$ cat src/rtl/ppf_pkg.sv
package ppf_pkg;

    // Fixed field widths
    localparam int WORD_W     = 32;
    localparam int RATE_W     = 18;
    localparam int PERIOD_W   = 24;
    localparam int ACC_W      = 32;
    localparam int LEVEL_W    = 8;
    localparam int CFG_IDX_W  = 2;
    localparam int CFG_DATA_W = 24;

    // Configuration reset values
    localparam logic [RATE_W-1:0]   RATE_RESET   = 18'd48000;
    localparam logic [PERIOD_W-1:0] PERIOD_RESET = 24'd125872;

    // Configuration register indexes
    localparam logic [CFG_IDX_W-1:0] CFG_RATE   = 2'd0;
    localparam logic [CFG_IDX_W-1:0] CFG_PERIOD = 2'd1;

    // Request opcodes
    localparam logic [1:0] OP_PUSH  = 2'd0;
    localparam logic [1:0] OP_TICK  = 2'd1;
    localparam logic [1:0] OP_FETCH = 2'd2;

    // Result status codes
    typedef enum logic [2:0] {
        ST_TAKEN   = 3'd0,
        ST_QUEUED  = 3'd1,
        ST_DROPPED = 3'd2,
        ST_TICK    = 3'd3,
        ST_WORD    = 3'd4,
        ST_SILENCE = 3'd5,
        ST_NOT_DUE = 3'd6
    } t_status;

    // Commands from the controller to the pacer
    typedef struct packed {
        logic tick;
        logic take;
    } t_pace_cmd;

endpackage

$ cat src/rtl/ppf_ifs.sv


interface ppf_cfg_if;
    logic                           valid;
    logic                           ready;
    logic [ppf_pkg::CFG_IDX_W-1:0]  index;
    logic [ppf_pkg::CFG_DATA_W-1:0] data;

    modport source (output valid, output index, output data, input ready);
    modport sink   (input valid, input index, input data, output ready);
endinterface

$ cat src/rtl/ppf_pacer.sv
module ppf_pacer (
    input  logic               i_clk,
    input  logic               i_rst_n,
    ppf_cfg_if.sink            i_cfg_ch,
    input  ppf_pkg::t_pace_cmd i_cmd,
    output logic               o_due
);

    logic [ppf_pkg::RATE_W-1:0]   r_rate;
    logic [ppf_pkg::PERIOD_W-1:0] r_period;
    logic [ppf_pkg::ACC_W-1:0]    r_acc;
    logic [ppf_pkg::ACC_W-1:0]    period_ext;

    assign i_cfg_ch.ready = 1'b1;
    assign period_ext     = {{(ppf_pkg::ACC_W-ppf_pkg::PERIOD_W){1'b0}}, r_period};
    assign o_due          = (r_acc >= period_ext);

    // Register writes, accumulate on tick, subtract period on a due fetch
    always_ff @(posedge i_clk) begin
        if (!i_rst_n) begin
            r_rate   <= ppf_pkg::RATE_RESET;
            r_period <= ppf_pkg::PERIOD_RESET;
            r_acc    <= '0;
        end else if (i_cfg_ch.valid) begin
            unique case (i_cfg_ch.index)
                ppf_pkg::CFG_RATE: begin
                    r_rate <= i_cfg_ch.data[ppf_pkg::RATE_W-1:0];
                    r_acc  <= '0;
                end
                ppf_pkg::CFG_PERIOD: begin
                    r_period <= i_cfg_ch.data[ppf_pkg::PERIOD_W-1:0];
                end
                default: begin
                end
            endcase
        end else if (i_cmd.tick) begin
            r_acc <= r_acc + {{(ppf_pkg::ACC_W-ppf_pkg::RATE_W){1'b0}}, r_rate};
        end else if (i_cmd.take) begin
            r_acc <= r_acc - period_ext;
        end
    end

endmodule

$ cat src/flat_wrapper.sv
// flat-port wrapper written by rule: the top's interface ports become plain ports
module ppf_pacer_flat 
  (i_clk, i_rst_n, i_cmd, o_due, i_cfg_ch_valid, i_cfg_ch_index, i_cfg_ch_data, i_cfg_ch_ready);
  ppf_cfg_if i_cfg_ch_i ();
  input  logic i_clk;
  input  logic i_rst_n;
  input  ppf_pkg::t_pace_cmd i_cmd;
  output logic o_due;
  input wire logic [$bits(i_cfg_ch_i.valid)-1:0] i_cfg_ch_valid;
  input wire logic [$bits(i_cfg_ch_i.index)-1:0] i_cfg_ch_index;
  input wire logic [$bits(i_cfg_ch_i.data)-1:0] i_cfg_ch_data;
  output wire logic [$bits(i_cfg_ch_i.ready)-1:0] i_cfg_ch_ready;
  assign i_cfg_ch_i.valid = i_cfg_ch_valid;
  assign i_cfg_ch_i.index = i_cfg_ch_index;
  assign i_cfg_ch_i.data = i_cfg_ch_data;
  assign i_cfg_ch_ready = i_cfg_ch_i.ready;
  ppf_pacer u_core (.i_clk(i_clk), .i_rst_n(i_rst_n), .i_cfg_ch(i_cfg_ch_i), .i_cmd(i_cmd), .o_due(o_due));
endmodule
$ cat config.mk
export PLATFORM = sky130hd
export DESIGN_NAME = ppf_pacer_flat
export DESIGN_NICKNAME = d
export VERILOG_FILES = /design/src/rtl/ppf_pkg.sv /design/src/rtl/ppf_ifs.sv /design/src/rtl/ppf_pacer.sv /design/src/flat_wrapper.sv
export SDC_FILE = /design/constraint.sdc
export NUM_CORES = 1
export LEC_CHECK = 0
export BUFFER_PORTS_ARGS = -buffer_cell sky130_fd_sc_hd__buf_2
export CAP_MARGIN = 20
export CORE_MARGIN = 1.5
export CORE_UTILIZATION = 62
export DETAILED_ROUTE_END_ITERATION = 12
export PLACE_DENSITY = 0.86
export SETUP_SLACK_MARGIN = 0.1
export SLEW_MARGIN = 5
export SYNTH_ARGS = -nofsm -noshare
export SYNTH_HDL_FRONTEND = slang
export SYNTH_SLANG_ARGS = --single-unit
$ cat constraint.sdc
create_clock -name i_clk -period 3.5 [get_ports i_clk]
set_input_delay 0.175 -clock i_clk [delete_from_list [all_inputs] [get_ports i_clk]]
set_output_delay 0.175 -clock i_clk [all_outputs]
set_load 0.02 [all_outputs]
* Word-level counts from Yosys, hierarchy flattened *
Index checks and enable logic that the tools add are counted.
Widths: inputs -> output; s select.

cells by class
  $add $sub $neg = 2
  order comparisons = 1
  eq/ne operators = 2
  muxes and demuxes = 4
  reduce and logical (&&, ||, !) cells = 5

operators with widths
  operator            count
  $mux 32             4
  $add 32x18->32      1
  $ge 32x24->1        1
  $sub 32x24->32      1
  $reduce_and 2->1    3
  $reduce_bool 3->1   1
  $eq 2x1->1 const B  1
  $logic_not 2->1     1
  $ne 2x1->1 const B  1

storage, ports and cells
  register bits after elaboration = 74
  output and inout bits = 2

* Logic depth before layout (Yosys ltp) *
  word-level depth = 4
  depth in mapped cells = 11
  depth with buffers taken out = 11

* Worst setup path after synthesis *
No wires, ideal clock.

  path kind = reg2reg
  start = reg u_core.r_acc[0] in the netlist's numbering
  end = reg u_core.r_acc[28] in the netlist's numbering
  arrival time = 2543 ps
  required time = 3428 ps
  path slack = 885 ps
  cell stages (with the launch flop) = 12
  path buffers = 0
  path through = dfxtp_1 inv_1 ha_1 fa_1 nor2b_1 o31a_1 a41oi_1 a21oi_1 a21oi_1 o311a_1 a21oi_1 mux2i_1

on the way
  word-level cells in the longest chain between the ends = 4
  elaborated cells on any way between the ends = 5
  those cells by class = add/sub (2); mux (3)

RTL lines
  what                    RTL line         RTL
  start, declared         ppf_pacer.sv:11  logic [ppf_pkg::ACC_W-1:0] r_acc;
  start signal, assigned  ppf_pacer.sv:37  r_acc <= r_acc + {{(ppf_pkg::ACC_W-ppf_pkg::RATE_W){1'b0}}, r_rate};
  start signal, assigned  ppf_pacer.sv:39  r_acc <= r_acc - period_ext;
  $sub 32x24->32          ppf_pacer.sv:39
  $mux 32                 ppf_pacer.sv:38  end else if (i_cmd.take) begin
  $mux 32 (*)             ppf_pacer.sv:36  end else if (i_cmd.tick) begin
  $mux 32 (*)             ppf_pacer.sv:24  end else if (i_cfg_ch.valid) begin

Mark *: on every way between the ends. The rest lies on a longest branch, timed or not. The select of a mux whose other input is x is not followed.
A chain may end at the register's enable or synchronous reset.

* Worst setup path after layout *
  start = reg u_core.r_acc[0] in the netlist's numbering
  end = out o_due

on the way
  word-level cells in the longest chain between the ends = 1

RTL lines
  what           RTL line           RTL
  $ge 32x24->1   ppf_pacer.sv:16    assign o_due = (r_acc >= period_ext);
  end, declared  flat_wrapper.sv:8  output logic o_due;

No other way between the ends.

==> results_dict.tcl <==
set metrics [dict create \
    vdd_drop_max_uv 239 \
    synth.top_cells.by_area "sky130_fd_sc_hd__dfxtp_1 27%, sky130_fd_sc_hd__ha_1 9.8%, sky130_fd_sc_hd__nand2_1 8.4%" \
    place_area_mm2 0.00571 \
    reg2regPathDepth 11 \
    tns_ns 0 \
    yosysMostFrequentCell "sky130_fd_sc_hd__nand2_1" \
    startpoint "u_core.r_acc[0]" \
    dp_worst_setup_slack_ns 0.506 \
    grt_start_max_net_pins 42 \
    critical_path.slowest_cell "sky130_fd_sc_hd__fa_1" \
    max_freq_mhz 316 \
    worst_path_largest_cell_delay_ns 0.40 \
    critical_path.max_fanout 5 \
    initial_antenna_violation_count 0 \
    buffers_added_on_ports 31 \
    clock_latency_reported_for_the_late_side_of_the_worst_skew_pair_ns 0.36 \
    run_status "complete, no violations" \
    htreeDepth 3 \
    timing.final.max_slew_violations 0 \
    yosys_warnings 0 \
    grtUsageTotal 0.341 \
    critical_path.reg2reg.endpoint "u_core.r_acc[20]" \
    path_cells "inv_1 -> ha_1 -> fa_1 -> nor2b_2 -> o31a_1 -> a41oi_1 -> a21oi_2 -> a21oi_1 -> or3_1 -> nand3_1 -> buf_2" \
    cts-root-to-sink-buffers 2 \
    max-slew-margin-rel 0.534 \
    stdcell_count 869 \
    power.leakage_nw 2.55 \
    grt_pass1_wl_um 26200 \
    cp_num_buf_inv 2 \
    crit_path_start_kind "register" \
    initial_utilization 0.635 \
    final_area_mm2 0.00595 \
    whs_ns 0.0368 \
    post-route-worst-setup-slack_ns 0.330 \
    avgSynthCellArea_um2 7.45 \
    multiInputGateArea_mm2 0.00375 \
    clock_sinks 74 \
    timing_worst_slew_pin_value_ns 0.697 \
    worst_path_dominant_cell_family "compound AO/OA/AOI/OAI gates" \
    synth_area_mm2 0.00551 \
    synth_area_leader_cell "sky130_fd_sc_hd__dfxtp_1" \
    setup_repair_after_global_routing_missed_its_margin "no" \
    drc_errors 0 \
    first_global_vias 5397 \
    boundaryPins 33 \
    gr-total-overflow 0 \
    worst_hold_path_type "input pin to register" \
    cp.depth 11 \
    antennaDiodeCount 0 \
    tritoncts "done" \
    timing.critical_path.to_type "output port" \
    die_h_um 97.3 \
    route.vias.total 5627 \
    dr.first_iter.drc_count 471 \
    layout-area-overhead-vs-synth_pct 7.88 \
    gp_routability_congestion 0.951 \
    fillerInstances 760 \
    synth-async-reset-ratio 0 \
    cts_inserted_buffers 9 \
    die_x_um 97.3 \
    drive_above_1_share 0.0959 \
    drt_pre_antenna_iters 5 \
    synthesis.instances 740 \
    rows 34 \
    synth_top_flop_cell "sky130_fd_sc_hd__dfxtp_1" \
    place_hpwl_um 11700 \
    finalSetupViolations 0 \
    critical_path.endpoint "o_due" \
    final_setup_skew_ns 0.00924 \
    critical_path_class "register to output port" \
    report.power.total_mw 2.50 \
    ctsHoldBuffers 0 \
    period_minus_slack_ns 3.17 \
    synth_commonest_cells "124 x sky130_fd_sc_hd__nand2_1, 74 x sky130_fd_sc_hd__dfxtp_1, 73 x sky130_fd_sc_hd__a21oi_1" \
    count_of_nets_left_with_antenna_violations_after_detail_routing 0 \
    fin_util 0.685 \
    syn_nets 816 \
    placeableCoreArea_mm2 0.00868 \
    arrival_ns 2.99 \
    maxCapViolations 0 \
    fp.dieArea_mm2 0.00947 \
    register_area_mm2 0.00148 \
    rrSetupSlack_ns 0.47 \
    layout.nets 832 \
    cellPowerDensity_mw_per_mm2 420 \
    timing.final.crit_share 0.906 \
    post_drt_via_cell_ratio 6.48 \
    worst-endpoint-required_ns 3.32 \
    clk_root_buffer_cell "sky130_fd_sc_hd__clkbuf_8" \
    dpl.cell_count 849 \
    synth-seq-area-share 0.269 \
    wl_per_cell_um 18.3 \
    yosys_register_bits 74 \
    path_clk_slew_ns 0.09 \
    routed_wl_um 15900 \
    share_of_yosys_cell_area_claimed_by_the_top_area_cell_type 0.269 \
    distinct_cell_type_count_after_synthesis 64 \
    critical_path.reg2reg.startpoint "u_core.r_acc[0]" \
    number_of_enable_flip_flop_cells_after_synthesis 0 \
    number_of_hold_violations_in_the_final_report 0 \
]
[worst min-delay path by stage]
stage,from,to,slack (ns),cells past startpoint
2_1_floorplan,i_cfg_ch_data[11],u_core.r_rate[11],0.30,2
3_3_place_gp,i_cfg_ch_data[7],u_core.r_rate[7],0.40,3
3_5_place_dp,i_cfg_ch_data[8],u_core.r_rate[8],0.41,3
4_1_cts,i_cfg_ch_data[8],u_core.r_rate[8],0.03,3
5_1_grt,i_cfg_ch_data[15],u_core.r_rate[15],0.04,3
6_report,i_cfg_ch_data[8],u_core.r_rate[8],0.04,3
[cell families after synthesis]
kind of cell,share of synthesized area
other,0.000680
buffers and inverters,0.0538
flip-flops,0.269
XOR/XNOR,0.0461
AO/OA/AOI/OAI,0.290
multiplexers,0.0111
adder cells (fa/ha/maj),0.105
AND/OR/NAND/NOR,0.225
[placed cells by master (no fill, tap or decap), types with 7 or more instances in the layout]
| cell | netlist | routed |
|---|---|---|
| sky130_fd_sc_hd__a211oi_1 | 12 | 12 |
| sky130_fd_sc_hd__nor4_1 | 8 | 8 |
| sky130_fd_sc_hd__or3_1 | 8 | 8 |
| sky130_fd_sc_hd__nand2_1 | 124 | 124 |
| sky130_fd_sc_hd__xor2_1 | 13 | 13 |
| sky130_fd_sc_hd__o21ai_0 | 38 | 38 |
| sky130_fd_sc_hd__clkbuf_8 | 0 | 9 |
| sky130_fd_sc_hd__nand4_1 | 8 | 8 |
| sky130_fd_sc_hd__a21o_1 | 17 | 17 |
| sky130_fd_sc_hd__a31oi_1 | 14 | 14 |
| sky130_fd_sc_hd__o21a_1 | 9 | 9 |
| sky130_fd_sc_hd__and3_1 | 8 | 8 |
| sky130_fd_sc_hd__nand2b_1 | 11 | 11 |
| sky130_fd_sc_hd__buf_2 | 3 | 31 |
| sky130_fd_sc_hd__nor3_1 | 18 | 18 |
| sky130_fd_sc_hd__inv_1 | 38 | 38 |
| sky130_fd_sc_hd__o21bai_1 | 7 | 7 |
| sky130_fd_sc_hd__nor2_1 | 40 | 40 |
| sky130_fd_sc_hd__xnor2_1 | 16 | 16 |
| sky130_fd_sc_hd__ha_1 | 43 | 43 |
| sky130_fd_sc_hd__nand3_1 | 22 | 22 |
| sky130_fd_sc_hd__a21oi_1 | 73 | 72 |
| sky130_fd_sc_hd__buf_4 | 2 | 10 |
| sky130_fd_sc_hd__o211ai_1 | 20 | 20 |
| sky130_fd_sc_hd__dfxtp_1 | 74 | 74 |
[routing by layer]
metal / vias up / wire (µm) / GRT usage
met1: 2585 / 7000 / 0.469
met5: - / 0 / 0
met3: 27 / 1560 / 0.0626
met4: 0 / 277 / 0.122
met2: 300 / 7110 / 0.537
li1: 2715 / - / -
[registers in the layout, summed over array words and instances (netlist names)]
| register | cells |
|---|---|
| u_core.r_rate | 18 |
| u_core.r_period | 24 |
| u_core.r_acc | 32 |
[timing repair]
| action | 4_1_cts | 5_1_grt |
|---|---|---|
| setup buffers | 0 | 3 |
| gates resized for setup | 0 | 2 |
| setup endpoints to repair | 0 | 1 |
[tightest hold or removal path, cell delays in order]
cell and delay, ns:
sky130_fd_sc_hd__buf_2 0.08, sky130_fd_sc_hd__nand2_1 0.04, sky130_fd_sc_hd__nand3_1 0.07
[cell type report]
type / instances / area share
clock buffers: 10 / 0.0215
clock inverters: 6 / 0.0109
inverters: 39 / 0.0246
multi-input cells: 590 / 0.630
flip-flops and latches: 74 / 0.249
well taps: 108 / 0.0227
repair buffers: 42 / 0.0412
[where the power goes]
group          switching, mW  internal [mW]  total, mW
combinational          0.514          0.335      0.849
sequential            0.0628          0.900      0.963
clock                  0.353          0.331      0.684
Power figures use the tool's default switching activity.
