**config.mk**
```make
export PLATFORM = sky130hd
export DESIGN_NAME = ppf_ctrl_flat
export DESIGN_NICKNAME = d
export VERILOG_FILES = /design/src/rtl/ppf_pkg.sv /design/src/rtl/ppf_ifs.sv /design/src/rtl/ppf_ctrl.sv /design/src/flat_wrapper.sv
export SDC_FILE = /design/constraint.sdc
export NUM_CORES = 1
export LEC_CHECK = 0
export BUFFER_PORTS_ARGS = -buffer_cell sky130_fd_sc_hd__buf_2
export CORE_UTILIZATION = 45
export DETAILED_ROUTE_END_ITERATION = 10
export GPL_TIMING_DRIVEN = 0
export PLACE_DENSITY = 0.73
export SLEW_MARGIN = 20
export SYNTH_ARGS = -nofsm -noshare
export SYNTH_HDL_FRONTEND = slang
export SYNTH_SLANG_ARGS = --single-unit
```
**constraint.sdc**
```tcl
create_clock -name i_clk -period 10.2 [get_ports i_clk]
set_input_delay 3.06 -clock i_clk [delete_from_list [all_inputs] [get_ports i_clk]]
set_output_delay 3.06 -clock i_clk [all_outputs]
set_load 0.005 [all_outputs]
```
**src/rtl/ppf_pkg.sv**
```systemverilog
package ppf_pkg;

    // Fixed field widths
    localparam int WORD_W     = 32;
    localparam int RATE_W     = 18;
    localparam int PERIOD_W   = 24;
    localparam int ACC_W      = 32;
    localparam int LEVEL_W    = 8;
    localparam int CFG_IDX_W  = 2;
    localparam int CFG_DATA_W = 24;

    // Configuration reset values
    localparam logic [RATE_W-1:0]   RATE_RESET   = 18'd48000;
    localparam logic [PERIOD_W-1:0] PERIOD_RESET = 24'd125872;

    // Configuration register indexes
    localparam logic [CFG_IDX_W-1:0] CFG_RATE   = 2'd0;
    localparam logic [CFG_IDX_W-1:0] CFG_PERIOD = 2'd1;

    // Request opcodes
    localparam logic [1:0] OP_PUSH  = 2'd0;
    localparam logic [1:0] OP_TICK  = 2'd1;
    localparam logic [1:0] OP_FETCH = 2'd2;

    // Result status codes
    typedef enum logic [2:0] {
        ST_TAKEN   = 3'd0,
        ST_QUEUED  = 3'd1,
        ST_DROPPED = 3'd2,
        ST_TICK    = 3'd3,
        ST_WORD    = 3'd4,
        ST_SILENCE = 3'd5,
        ST_NOT_DUE = 3'd6
    } t_status;

    // Commands from the controller to the pacer
    typedef struct packed {
        logic tick;
        logic take;
    } t_pace_cmd;

endpackage

```
**src/rtl/ppf_ifs.sv**
```systemverilog
interface ppf_req_if;
    logic                       valid;
    logic                       ready;
    logic [1:0]                 opcode;
    logic [ppf_pkg::WORD_W-1:0] push_word;

    modport source (output valid, output opcode, output push_word, input ready);
    modport sink   (input valid, input opcode, input push_word, output ready);
endinterface

interface ppf_rsp_if;
    logic                        valid;
    logic                        ready;
    ppf_pkg::t_status            status;
    logic [ppf_pkg::WORD_W-1:0]  out_word;
    logic                        last;
    logic [ppf_pkg::LEVEL_W-1:0] fill_level;
    logic [ppf_pkg::ACC_W-1:0]   underrun_total;

    modport source (output valid, output status, output out_word, output last,
                    output fill_level, output underrun_total, input ready);
    modport sink   (input valid, input status, input out_word, input last,
                    input fill_level, input underrun_total, output ready);
endinterface


```
**src/rtl/ppf_ctrl.sv**
```systemverilog
module ppf_ctrl #(
    parameter int RING_DEPTH   = 256,
    parameter int PACKET_WORDS = 36,
    parameter int ADDR_W       = 14
) (
    input  logic                        i_clk,
    input  logic                        i_rst_n,
    ppf_req_if.sink                     i_req_ch,
    ppf_rsp_if.source                   o_rsp_ch,
    input  logic                        i_due,
    output ppf_pkg::t_pace_cmd          o_cmd,
    output logic                        o_wr_en,
    output logic [ADDR_W-1:0]           o_wr_addr,
    output logic [ppf_pkg::WORD_W-1:0]  o_wr_data,
    output logic                        o_rd_en,
    output logic [ADDR_W-1:0]           o_rd_addr,
    input  logic [ppf_pkg::WORD_W-1:0]  i_rd_data
);

    localparam int SLOT_W = $clog2(RING_DEPTH);
    localparam int WIDX_W = (PACKET_WORDS > 1) ? $clog2(PACKET_WORDS) : 1;
    localparam int CNT_W  = $clog2(PACKET_WORDS + 1);
    localparam int LVL_W  = (SLOT_W + 1 > ppf_pkg::LEVEL_W) ? SLOT_W + 1 : ppf_pkg::LEVEL_W;

    typedef enum logic [1:0] {
        S_IDLE   = 2'b01,
        S_STREAM = 2'b10
    } t_state;

    t_state                     r_state, n_state;
    logic                       r_req_valid;
    logic [1:0]                 r_req_op;
    logic [ppf_pkg::WORD_W-1:0] r_req_word;
    logic [SLOT_W-1:0]          r_head, n_head;
    logic [SLOT_W-1:0]          r_tail, n_tail;
    logic [WIDX_W-1:0]          r_widx, n_widx;
    logic [ppf_pkg::ACC_W-1:0]  r_under, n_under;
    logic [ADDR_W-1:0]          r_rd_addr, n_rd_addr;
    logic [CNT_W-1:0]           r_rd_cnt, n_rd_cnt;
    logic                       r_pend, n_pend;
    logic                       r_pend_last, n_pend_last;

    logic                        r_o_valid;
    ppf_pkg::t_status            r_o_status;
    logic [ppf_pkg::WORD_W-1:0]  r_o_word;
    logic                        r_o_last;
    logic [ppf_pkg::LEVEL_W-1:0] r_o_level;
    logic [ppf_pkg::ACC_W-1:0]   r_o_under;

    logic             out_free;
    logic             out_load;
    ppf_pkg::t_status out_status;
    logic [ppf_pkg::WORD_W-1:0] out_word;
    logic             out_last;
    logic             req_done;
    logic [SLOT_W:0]  level;
    logic [LVL_W-1:0] level_ext;

    function automatic logic [SLOT_W-1:0] next_slot(input logic [SLOT_W-1:0] s);
        logic [SLOT_W-1:0] r;
        if (s == SLOT_W'(RING_DEPTH - 1)) begin
            r = '0;
        end else begin
            r = s + 1'b1;
        end
        return r;
    endfunction

    function automatic logic [ADDR_W-1:0] slot_base(input logic [SLOT_W-1:0] s);
        return ADDR_W'(s) * ADDR_W'(PACKET_WORDS);
    endfunction

    assign out_free       = !r_o_valid || o_rsp_ch.ready;
    assign i_req_ch.ready = !r_req_valid || req_done;

    // Decode the held request and sequence the packet read-out
    always_comb begin
        n_state     = r_state;
        n_head      = r_head;
        n_tail      = r_tail;
        n_widx      = r_widx;
        n_under     = r_under;
        n_rd_addr   = r_rd_addr;
        n_rd_cnt    = r_rd_cnt;
        n_pend      = r_pend;
        n_pend_last = r_pend_last;
        o_cmd       = '0;
        o_wr_en     = 1'b0;
        o_wr_addr   = slot_base(r_head) + ADDR_W'(r_widx);
        o_wr_data   = r_req_word;
        o_rd_en     = 1'b0;
        o_rd_addr   = r_rd_addr;
        out_load    = 1'b0;
        out_status  = ppf_pkg::ST_TAKEN;
        out_word    = '0;
        out_last    = 1'b1;
        req_done    = 1'b0;

        unique case (r_state)
            S_IDLE: begin
                if (r_req_valid) begin
                    case (r_req_op)
                        ppf_pkg::OP_PUSH: begin
                            if (out_free) begin
                                o_wr_en  = 1'b1;
                                out_load = 1'b1;
                                req_done = 1'b1;
                                if (r_widx == WIDX_W'(PACKET_WORDS - 1)) begin
                                    n_widx = '0;
                                    if (next_slot(r_head) == r_tail) begin
                                        out_status = ppf_pkg::ST_DROPPED;
                                    end else begin
                                        n_head     = next_slot(r_head);
                                        out_status = ppf_pkg::ST_QUEUED;
                                    end
                                end else begin
                                    n_widx     = r_widx + 1'b1;
                                    out_status = ppf_pkg::ST_TAKEN;
                                end
                            end
                        end
                        ppf_pkg::OP_TICK: begin
                            if (out_free) begin
                                o_cmd.tick = 1'b1;
                                out_load   = 1'b1;
                                req_done   = 1'b1;
                                out_status = ppf_pkg::ST_TICK;
                            end
                        end
                        ppf_pkg::OP_FETCH: begin
                            if (!i_due) begin
                                if (out_free) begin
                                    out_load   = 1'b1;
                                    req_done   = 1'b1;
                                    out_status = ppf_pkg::ST_NOT_DUE;
                                end
                            end else if (r_tail == r_head) begin
                                if (out_free) begin
                                    o_cmd.take = 1'b1;
                                    n_under    = r_under + 1'b1;
                                    out_load   = 1'b1;
                                    req_done   = 1'b1;
                                    out_status = ppf_pkg::ST_SILENCE;
                                end
                            end else begin
                                // Dequeue now, stream the slot out next
                                o_cmd.take = 1'b1;
                                n_tail     = next_slot(r_tail);
                                n_rd_addr  = slot_base(r_tail);
                                n_rd_cnt   = '0;
                                n_pend     = 1'b0;
                                n_state    = S_STREAM;
                            end
                        end
                        default: begin
                            // Unused opcode: drop without a result
                            req_done = 1'b1;
                        end
                    endcase
                end
            end
            S_STREAM: begin
                out_status = ppf_pkg::ST_WORD;
                out_word   = i_rd_data;
                out_last   = r_pend_last;
                out_load   = r_pend && out_free;
                o_rd_en    = (r_rd_cnt != CNT_W'(PACKET_WORDS)) && (!r_pend || out_load);
                if (o_rd_en) begin
                    n_rd_addr   = r_rd_addr + 1'b1;
                    n_rd_cnt    = r_rd_cnt + 1'b1;
                    n_pend      = 1'b1;
                    n_pend_last = (r_rd_cnt == CNT_W'(PACKET_WORDS - 1));
                end else if (out_load) begin
                    n_pend = 1'b0;
                end
                if (out_load && r_pend_last) begin
                    req_done = 1'b1;
                    n_state  = S_IDLE;
                end
            end
            default: begin
                n_state = S_IDLE;
            end
        endcase
    end

    // Ring level after this request's update
    always_comb begin
        if (n_head >= n_tail) begin
            level = {1'b0, n_head} - {1'b0, n_tail};
        end else begin
            level = {1'b0, n_head} + (SLOT_W + 1)'(RING_DEPTH) - {1'b0, n_tail};
        end
        level_ext = LVL_W'(level);
    end

    // Advance control state
    always_ff @(posedge i_clk) begin
        if (!i_rst_n) begin
            r_state     <= S_IDLE;
            r_req_valid <= 1'b0;
            r_head      <= '0;
            r_tail      <= '0;
            r_widx      <= '0;
            r_under     <= '0;
            r_rd_cnt    <= '0;
            r_pend      <= 1'b0;
            r_pend_last <= 1'b0;
            r_o_valid   <= 1'b0;
        end else begin
            r_state     <= n_state;
            r_head      <= n_head;
            r_tail      <= n_tail;
            r_widx      <= n_widx;
            r_under     <= n_under;
            r_rd_cnt    <= n_rd_cnt;
            r_pend      <= n_pend;
            r_pend_last <= n_pend_last;
            if (i_req_ch.valid && i_req_ch.ready) begin
                r_req_valid <= 1'b1;
            end else if (req_done) begin
                r_req_valid <= 1'b0;
            end
            if (out_load) begin
                r_o_valid <= 1'b1;
            end else if (o_rsp_ch.ready) begin
                r_o_valid <= 1'b0;
            end
        end
    end

    // Capture request and result payloads
    always_ff @(posedge i_clk) begin
        r_rd_addr <= n_rd_addr;
        if (i_req_ch.valid && i_req_ch.ready) begin
            r_req_op   <= i_req_ch.opcode;
            r_req_word <= i_req_ch.push_word;
        end
        if (out_load) begin
            r_o_status <= out_status;
            r_o_word   <= out_word;
            r_o_last   <= out_last;
            r_o_level  <= level_ext[ppf_pkg::LEVEL_W-1:0];
            r_o_under  <= n_under;
        end
    end

    assign o_rsp_ch.valid          = r_o_valid;
    assign o_rsp_ch.status         = r_o_status;
    assign o_rsp_ch.out_word       = r_o_word;
    assign o_rsp_ch.last           = r_o_last;
    assign o_rsp_ch.fill_level     = r_o_level;
    assign o_rsp_ch.underrun_total = r_o_under;

endmodule

```
**src/flat_wrapper.sv**
```systemverilog
// flat-port wrapper written by rule: the top's interface ports become plain ports
module ppf_ctrl_flat 
#(
    parameter int RING_DEPTH   = 256,
    parameter int PACKET_WORDS = 36,
    parameter int ADDR_W       = 14
)
  (i_clk, i_rst_n, i_due, o_cmd, o_wr_en, o_wr_addr, o_wr_data, o_rd_en, o_rd_addr, i_rd_data, i_req_ch_valid, i_req_ch_opcode, i_req_ch_push_word, i_req_ch_ready, o_rsp_ch_valid, o_rsp_ch_status, o_rsp_ch_out_word, o_rsp_ch_last, o_rsp_ch_fill_level, o_rsp_ch_underrun_total, o_rsp_ch_ready);
  ppf_req_if i_req_ch_i ();
  ppf_rsp_if o_rsp_ch_i ();
  input  logic i_clk;
  input  logic i_rst_n;
  input  logic i_due;
  output ppf_pkg::t_pace_cmd o_cmd;
  output logic o_wr_en;
  output logic [ADDR_W-1:0] o_wr_addr;
  output logic [ppf_pkg::WORD_W-1:0] o_wr_data;
  output logic o_rd_en;
  output logic [ADDR_W-1:0] o_rd_addr;
  input  logic [ppf_pkg::WORD_W-1:0] i_rd_data;
  input wire logic [$bits(i_req_ch_i.valid)-1:0] i_req_ch_valid;
  input wire logic [$bits(i_req_ch_i.opcode)-1:0] i_req_ch_opcode;
  input wire logic [$bits(i_req_ch_i.push_word)-1:0] i_req_ch_push_word;
  output wire logic [$bits(i_req_ch_i.ready)-1:0] i_req_ch_ready;
  output wire logic [$bits(o_rsp_ch_i.valid)-1:0] o_rsp_ch_valid;
  output wire logic [$bits(o_rsp_ch_i.status)-1:0] o_rsp_ch_status;
  output wire logic [$bits(o_rsp_ch_i.out_word)-1:0] o_rsp_ch_out_word;
  output wire logic [$bits(o_rsp_ch_i.last)-1:0] o_rsp_ch_last;
  output wire logic [$bits(o_rsp_ch_i.fill_level)-1:0] o_rsp_ch_fill_level;
  output wire logic [$bits(o_rsp_ch_i.underrun_total)-1:0] o_rsp_ch_underrun_total;
  input wire logic [$bits(o_rsp_ch_i.ready)-1:0] o_rsp_ch_ready;
  assign i_req_ch_i.valid = i_req_ch_valid;
  assign i_req_ch_i.opcode = i_req_ch_opcode;
  assign i_req_ch_i.push_word = i_req_ch_push_word;
  assign i_req_ch_ready = i_req_ch_i.ready;
  assign o_rsp_ch_valid = o_rsp_ch_i.valid;
  assign o_rsp_ch_status = o_rsp_ch_i.status;
  assign o_rsp_ch_out_word = o_rsp_ch_i.out_word;
  assign o_rsp_ch_last = o_rsp_ch_i.last;
  assign o_rsp_ch_fill_level = o_rsp_ch_i.fill_level;
  assign o_rsp_ch_underrun_total = o_rsp_ch_i.underrun_total;
  assign o_rsp_ch_i.ready = o_rsp_ch_ready;
  ppf_ctrl #(.RING_DEPTH(RING_DEPTH), .PACKET_WORDS(PACKET_WORDS), .ADDR_W(ADDR_W)) u_core (.i_clk(i_clk), .i_rst_n(i_rst_n), .i_req_ch(i_req_ch_i), .o_rsp_ch(o_rsp_ch_i), .i_due(i_due), .o_cmd(o_cmd), .o_wr_en(o_wr_en), .o_wr_addr(o_wr_addr), .o_wr_data(o_wr_data), .o_rd_en(o_rd_en), .o_rd_addr(o_rd_addr), .i_rd_data(i_rd_data));
endmodule
```
== After elaboration in Yosys (flattened, before gate mapping) ==
Cells that the tools add are included.

* Order comparisons: 1
* Bitwise operators: 0
* Shifts and indexed selects: 0
* Multipliers: 2
* Div/mod/pow operators: 0
* Reduce and logical (&&, ||, !) cells: 20
* Add/sub/neg operators: 10
* Equality and inequality tests: 18
* Muxes and demuxes: 86

{| class="wikitable"
|+ Operators by type and width
! kind !! number
|-
| 32-bit two-way mux || 6
|-
| 8-bit two-way mux || 19
|-
| 14-bit two-way mux || 5
|-
| 6-bit two-way mux || 6
|-
| 32-bit by 1-bit adder with 32-bit output (second input constant) || 1
|-
| 14-bit case mux with 2 select lines || 1
|-
| 8-bit by 1-bit adder with 8-bit output (second input constant) || 3
|-
| 8-bit by 4-bit multiplier with 12-bit output (second input constant) || 2
|-
| 1-bit two-way mux || 24
|-
| 2-bit two-way mux || 10
|-
| 3-bit two-way mux || 6
|-
| 8-bit equality test || 2
|-
| 8-bit equality test (second input constant) || 2
|-
| 8-bit subtractor || 2
|-
| 14-bit by 1-bit adder with 14-bit output (second input constant) || 1
|-
| 14-bit by 6-bit adder with 14-bit output || 1
|-
| 6-bit by 1-bit adder with 6-bit output (second input constant) || 2
|-
| 6-bit equality test (second input constant) || 2
|-
| 6-bit case mux with 2 select lines || 1
|-
| 6-bit AND reduction || 2
|-
| 1-bit case mux with 2 select lines || 5
|-
| 3-bit case mux with 3 select lines || 1
|-
| 8-bit greater-or-equal comparator || 1
|-
| 2-bit by 1-bit != test with 1-bit output (second input constant) || 3
|-
| 16 further kinds || 29
|}

* Register bits: 190
* Bits in latches: 0
* Logic and storage cells: 155
* Output and inout port bits: 142
* ROM bits: 0
* RAM bits: 0
* Memories: 0

== Logic depth before layout (Yosys ltp) ==
* Depth in word-level cells: 17
* Depth in mapped cells: 17
* Depth with buffers taken out: 15

== Worst setup path after synthesis ==
Ideal clock, no wire load.

* Path type: input -> register
* Start: input o_rsp_ch_ready
* End: register u_core.r_o_level (netlist bit u_core.o_rsp_ch.fill_level[0]) (enable)
* Arrival time: 6806 ps
* Cell stages on the path: 5
* Setup slack: 2883 ps
* Path buffers: 0
* Setup time: 511 ps
* Cell sequence: nand2b_1 nand3_1 a21oi_1 a21oi_1 nor2_1

* Cells in the longest elaborated chain, start to end: 7
* Elaborated cells on any way between the ends: 8
* Those cells by class: mux: 6; reduce/logical: 2

{| class="wikitable"
|+ Ends and longest elaborated chain
! element !! RTL line !! RTL
|-
| start: declaration || flat_wrapper.sv:31 || <nowiki>input wire logic [$bits(o_rsp_ch_i.ready)-1:0] o_rsp_ch_ready;</nowiki>
|-
| 1-bit logical OR (*) || ppf_ctrl.sv:73 || <nowiki>assign out_free = !r_o_valid || o_rsp_ch.ready;</nowiki>
|-
| 1-bit two-way mux || n/a ||
|-
| 1-bit two-way mux || ppf_ctrl.sv:137 || <nowiki>end else if (r_tail == r_head) begin</nowiki>
|-
| 1-bit two-way mux || ppf_ctrl.sv:131 || <nowiki>if (!i_due) begin</nowiki>
|-
| 1-bit case mux with 2 select lines || ppf_ctrl.sv:102 || <nowiki>case (r_req_op)</nowiki>
|-
| 1-bit two-way mux || ppf_ctrl.sv:101 || <nowiki>if (r_req_valid) begin</nowiki>
|-
| 1-bit case mux with 2 select lines (*) || ppf_ctrl.sv:99 || <nowiki>unique case (r_state)</nowiki>
|-
| net u_core.out_load || ppf_ctrl.sv:51 || <nowiki>logic out_load;</nowiki>
|-
| end signal: assignment || ppf_ctrl.sv:243 || <nowiki>r_o_level <= level_ext[ppf_pkg::LEVEL_W-1:0];</nowiki>
|-
| end: declaration || ppf_ctrl.sv:47 || <nowiki>logic [ppf_pkg::LEVEL_W-1:0] r_o_level;</nowiki>
|}

The timed path passes the listed nets; every way through them passes the cells marked *.
A chain may end at the register's enable or synchronous reset.

== Worst setup path after layout ==
* Start: input o_rsp_ch_ready
* End: output i_req_ch_ready

* Cells in the longest elaborated chain, start to end: 8
* Elaborated cells on any way between the ends: 11
* Those cells by class: mux: 7; reduce/logical: 4

{| class="wikitable"
|+ Ends and longest elaborated chain
! element !! RTL line !! RTL
|-
| 1-bit logical OR (*) || ppf_ctrl.sv:73 ||
|-
| 1-bit two-way mux || n/a ||
|-
| 1-bit two-way mux || ppf_ctrl.sv:137 ||
|-
| 1-bit two-way mux || ppf_ctrl.sv:131 ||
|-
| 1-bit case mux with 2 select lines || ppf_ctrl.sv:102 ||
|-
| 1-bit two-way mux || ppf_ctrl.sv:101 ||
|-
| 1-bit case mux with 2 select lines (*) || ppf_ctrl.sv:99 ||
|-
| 1-bit logical OR (*) || ppf_ctrl.sv:74 || <nowiki>assign i_req_ch.ready = !r_req_valid || req_done;</nowiki>
|-
| end: declaration || flat_wrapper.sv:24 || <nowiki>output wire logic [$bits(i_req_ch_i.ready)-1:0] i_req_ch_ready;</nowiki>
|}

Every way passes the cells marked *; elsewhere a longest branch is shown, timed or not.

==> reports/qor.txt <==
Status = finished, final reports clean
Crit Path Category = in -> out
Setup TNS = 0 ns
Dpl cells = 1,288
Cell Area, Synth = 0.009101 sq mm
Root Driver = clkbuf_16
Worst slack at placement = 2.714 ns
Clk slew on worst S/H paths = 0.07 ns
Number of flops mapped to enable cells by yosys = 124
Clock power share = 42.2%
Top-level I/O count = 213
Syn avg cell area = 11.28 sq um
Worst EP required = 7.14 ns
Clock Tree Buf Depth = 2
Total number of vias = 6,697
WL final = 19,170 um
Sequential share of the synthesized area = 55.43%
Switching share of power = 23.41%
Worst Setup Slack, final = 2.664 ns
Final net count = 1,158
Crit path DAT = 4.48 ns
CP Max Fanout = 7
Core ar. = 0.01965 sq mm
CTS buffer count = 17
Max Freq = 132.7 MHz
DRT antenna net count = 0
M2 GR Usage = 29.65%
Leading area contributor after synthesis = edfxtp_1
Syn_nets = 923
RSZ-0062 raised after global routing = no
GR peak layer = met2
Grt met3 use = 4.404%
Crit start category = primary input
Seq pwr share = 53.9%
Top-count cell post-synth = edfxtp_1
Initial antenna violation count = 0
Int Power = 1.197 mW
First DRT Iteration DRCs = 363
Largest delay share family, worst path = compound AO/OA/AOI/OAI gates
Fill cell count = 1,704
Routing usage on met1 = 24.47%
PD cells = 139.6 mW/mm^2
Max cap viols = 0
Std cell rows = 51
Switch Pwr = 0.3658 mW
CP max-delay cell = o21ai_0
Vias per cell = 5.073
Routability cong. = 0.8806
Crit path buffers/inverters = 2
First-pass GRT wire length = 29,870 um
Die ar. = 0.02080 sq mm
# DRC = 0
Antenna diodes = 0
Commonest cells post-synth = 124 x edfxtp_1, 76 x and2_1, 66 x dfxtp_1, 66 x nor2_1, 49 x xnor2_1
Synth top area cells = edfxtp_1 41%, dfxtp_1 15%, ha_1 5.6%, and2_1 5.2%, xnor2_1 4.7%
Port Buf Inserts = 212
Post-CTS Setup Repair Bufs = 0
DP Wirelength = 14,330 um
Fin util = 56.97%
Fraction of registers with async set/reset = 0%
Final hold slack = 0.5029 ns
Total GRT Usage = 18.59%
Grt ovf = 0
Share of cells above drive strength 1 = 25.50%
Area grow syn2layout = 23.03%
Synthesis Warnings = 0
Starting Density = 46.31%
Endpoints failing setup = 0
Worst slew margin = 49.28%
Synth cell types = 63
Clk_lat worst skew = 0.44 ns
Final worst path period share = 73.89%
Crit end category = primary output
CP Cell Sequence = buf_2 -> nand2b_1 -> o311ai_0 -> and3_1 -> o21ai_0 -> buf_2
Routed len/inst = 14.52 um
Clk sinks = 190
Drt pass-1 iters = 5
Final-report max-slew violation count = 0
Maximum vdd drop = 0.1149 mV
Worst-margin pin slew = 0.7539 ns
CP max stage delay = 0.47 ns
Layout Cells excl Fill = 1,320
Fin Clk Skew = 0.01163 ns
Largest net degree at the start of global routing = 35
CP most frequent cell = buf_2
Die height = 144.2 um
Vias in the first global route = 6,110
HP Class = reg -> reg
Final Hold Fails = 0
Combinational Power Share = 3.9%
TritonCTS clock tree = built
Prevailing post-synth register cell = edfxtp_1
FF+latch count, synth = 190
CTS H-tree depth = 4
Resized Gates After CTS = 0
Cells after Synth = 807
Yosys top cell area share = 40.91%
LEAKAGE = 4.753 nW
Hold_buf cts = 0
Die Span X = 144.2 um
Tmin final = 7.536 ns
[metal layers]
metal | vias up | wire (um)
met1 | 3112 | 8721
met4 | 0 | 361
met5 | - | 0
met2 | 246 | 8720
li1 | 3313 | -
met3 | 26 | 1360
[final cells by class]
cell class              count  area, sq um  area share [%]
plain buffers              30        152.6           1.363
clock buffers              18        429.2           3.833
clock inverters            14        166.4           1.486
inverters                  36        135.1           1.207
multi-input cells         551         3782           33.78
flip-flops and latches    190         5045           45.06
well taps                 265        331.6           2.961
repair buffers            216         1155           10.31
[sequential cells by signal, indices dropped and copies added, names as in the netlist, 2 cells and up]
register                        cells
u_core.r_under                     32
u_core.o_wr_data                   32
u_core.o_rd_addr                   14
u_core.r_state                      2
u_core.r_widx                       6
u_core.r_req_op                     2
u_core.o_rsp_ch.fill_level          8
u_core.r_tail                       8
u_core.r_head                       8
u_core.r_rd_cnt                     6
u_core.o_rsp_ch.status              3
u_core.o_rsp_ch.underrun_total     32
u_core.o_rsp_ch.out_word           32
[power by group through the flow]
stage	registers, mW	logic (mW)	clock network (mW)
after floorplan	0.865	0.0148	0
after global placement	0.863	0.0563	0
after detailed placement	0.861	0.0618	0
after CTS	0.843	0.0618	0.675
after global routing	0.845	0.0675	0.699
final	0.843	0.0606	0.660
[placed cells by master (no fill, tap or decap), types with 4 or more instances in the layout]
master | synthesis | layout
ha_1 | 41 | 41
and4_1 | 4 | 4
edfxtp_1 | 124 | 124
nand2b_1 | 9 | 9
nor2_1 | 66 | 65
xor2_1 | 41 | 41
a21o_1 | 7 | 7
xnor2_1 | 49 | 49
nor4_1 | 4 | 4
nor2b_1 | 12 | 12
or3_1 | 4 | 4
nand3_1 | 27 | 27
buf_6 | 3 | 4
inv_6 | 0 | 4
nand4_1 | 21 | 21
clkbuf_16 | 0 | 17
and2_1 | 76 | 75
a31oi_1 | 5 | 5
mux2i_1 | 7 | 7
nand2_1 | 47 | 47
inv_1 | 35 | 35
dfxtp_1 | 66 | 66
nor3_1 | 7 | 7
buf_2 | 4 | 216
nor3b_1 | 5 | 5
clkbuf_1 | 18 | 19
a21oi_1 | 37 | 37
and3_1 | 14 | 14
fa_1 | 4 | 4
o21ai_0 | 15 | 15
clkinv_8 | 0 | 4
o21bai_1 | 5 | 5
[cell families after synthesis]
| family | count (synthesis) | synth area share (%) |
|---|---|---|
| AOI/OAI and AO/OA | 96 | 6.558 |
| and+or+nand+nor | 311 | 18.67 |
| DFF | 190 | 55.43 |
| adders and majority gates | 46 | 6.626 |
| muxes | 8 | 0.8936 |
| xor gates and xnor gates | 90 | 8.661 |
| buffers and inverters | 66 | 3.162 |
[final timing paths]
kind	endpoint	from	cells past startpoint	slack, ns
worst min register to register	u_core.r_pend_last	u_core.r_pend_last	2	0.50
worst min-delay path	u_core.r_pend_last	u_core.r_pend_last	2	0.50
worst max register to register	u_core.o_rsp_ch.fill_level[7]	u_core.r_head[1]	16	5.52
worst max-delay path	i_req_ch_ready	o_rsp_ch_ready	6	2.66
[worst register-to-register path, delay by kind of cell (launching register included)]
| kind | cells | cell delay [ns] |
|---|---|---|
| xor gates and xnor gates | 2 | 0.34 |
| AOI/OAI and AO/OA | 6 | 1.36 |
| muxes | 1 | 0.52 |
| adders and majority gates | 2 | 0.68 |
| buffers and inverters | 1 | 0.19 |
| and+or+nand+nor | 4 | 0.77 |
| DFF | 1 | 0.57 |
[through the flow]
| stage | total power, mW | area, sq um |
|---|---|---|
| global route | 1.612 | 11200 |
| finish | 1.563 | 11200 |
| global placement | 0.9191 | 10490 |
| detailed placement | 0.9223 | 10600 |
| CTS | 1.580 | 11200 |
| floorplan | 0.8795 | 9101 |
(Power assumes the default switching activity.)
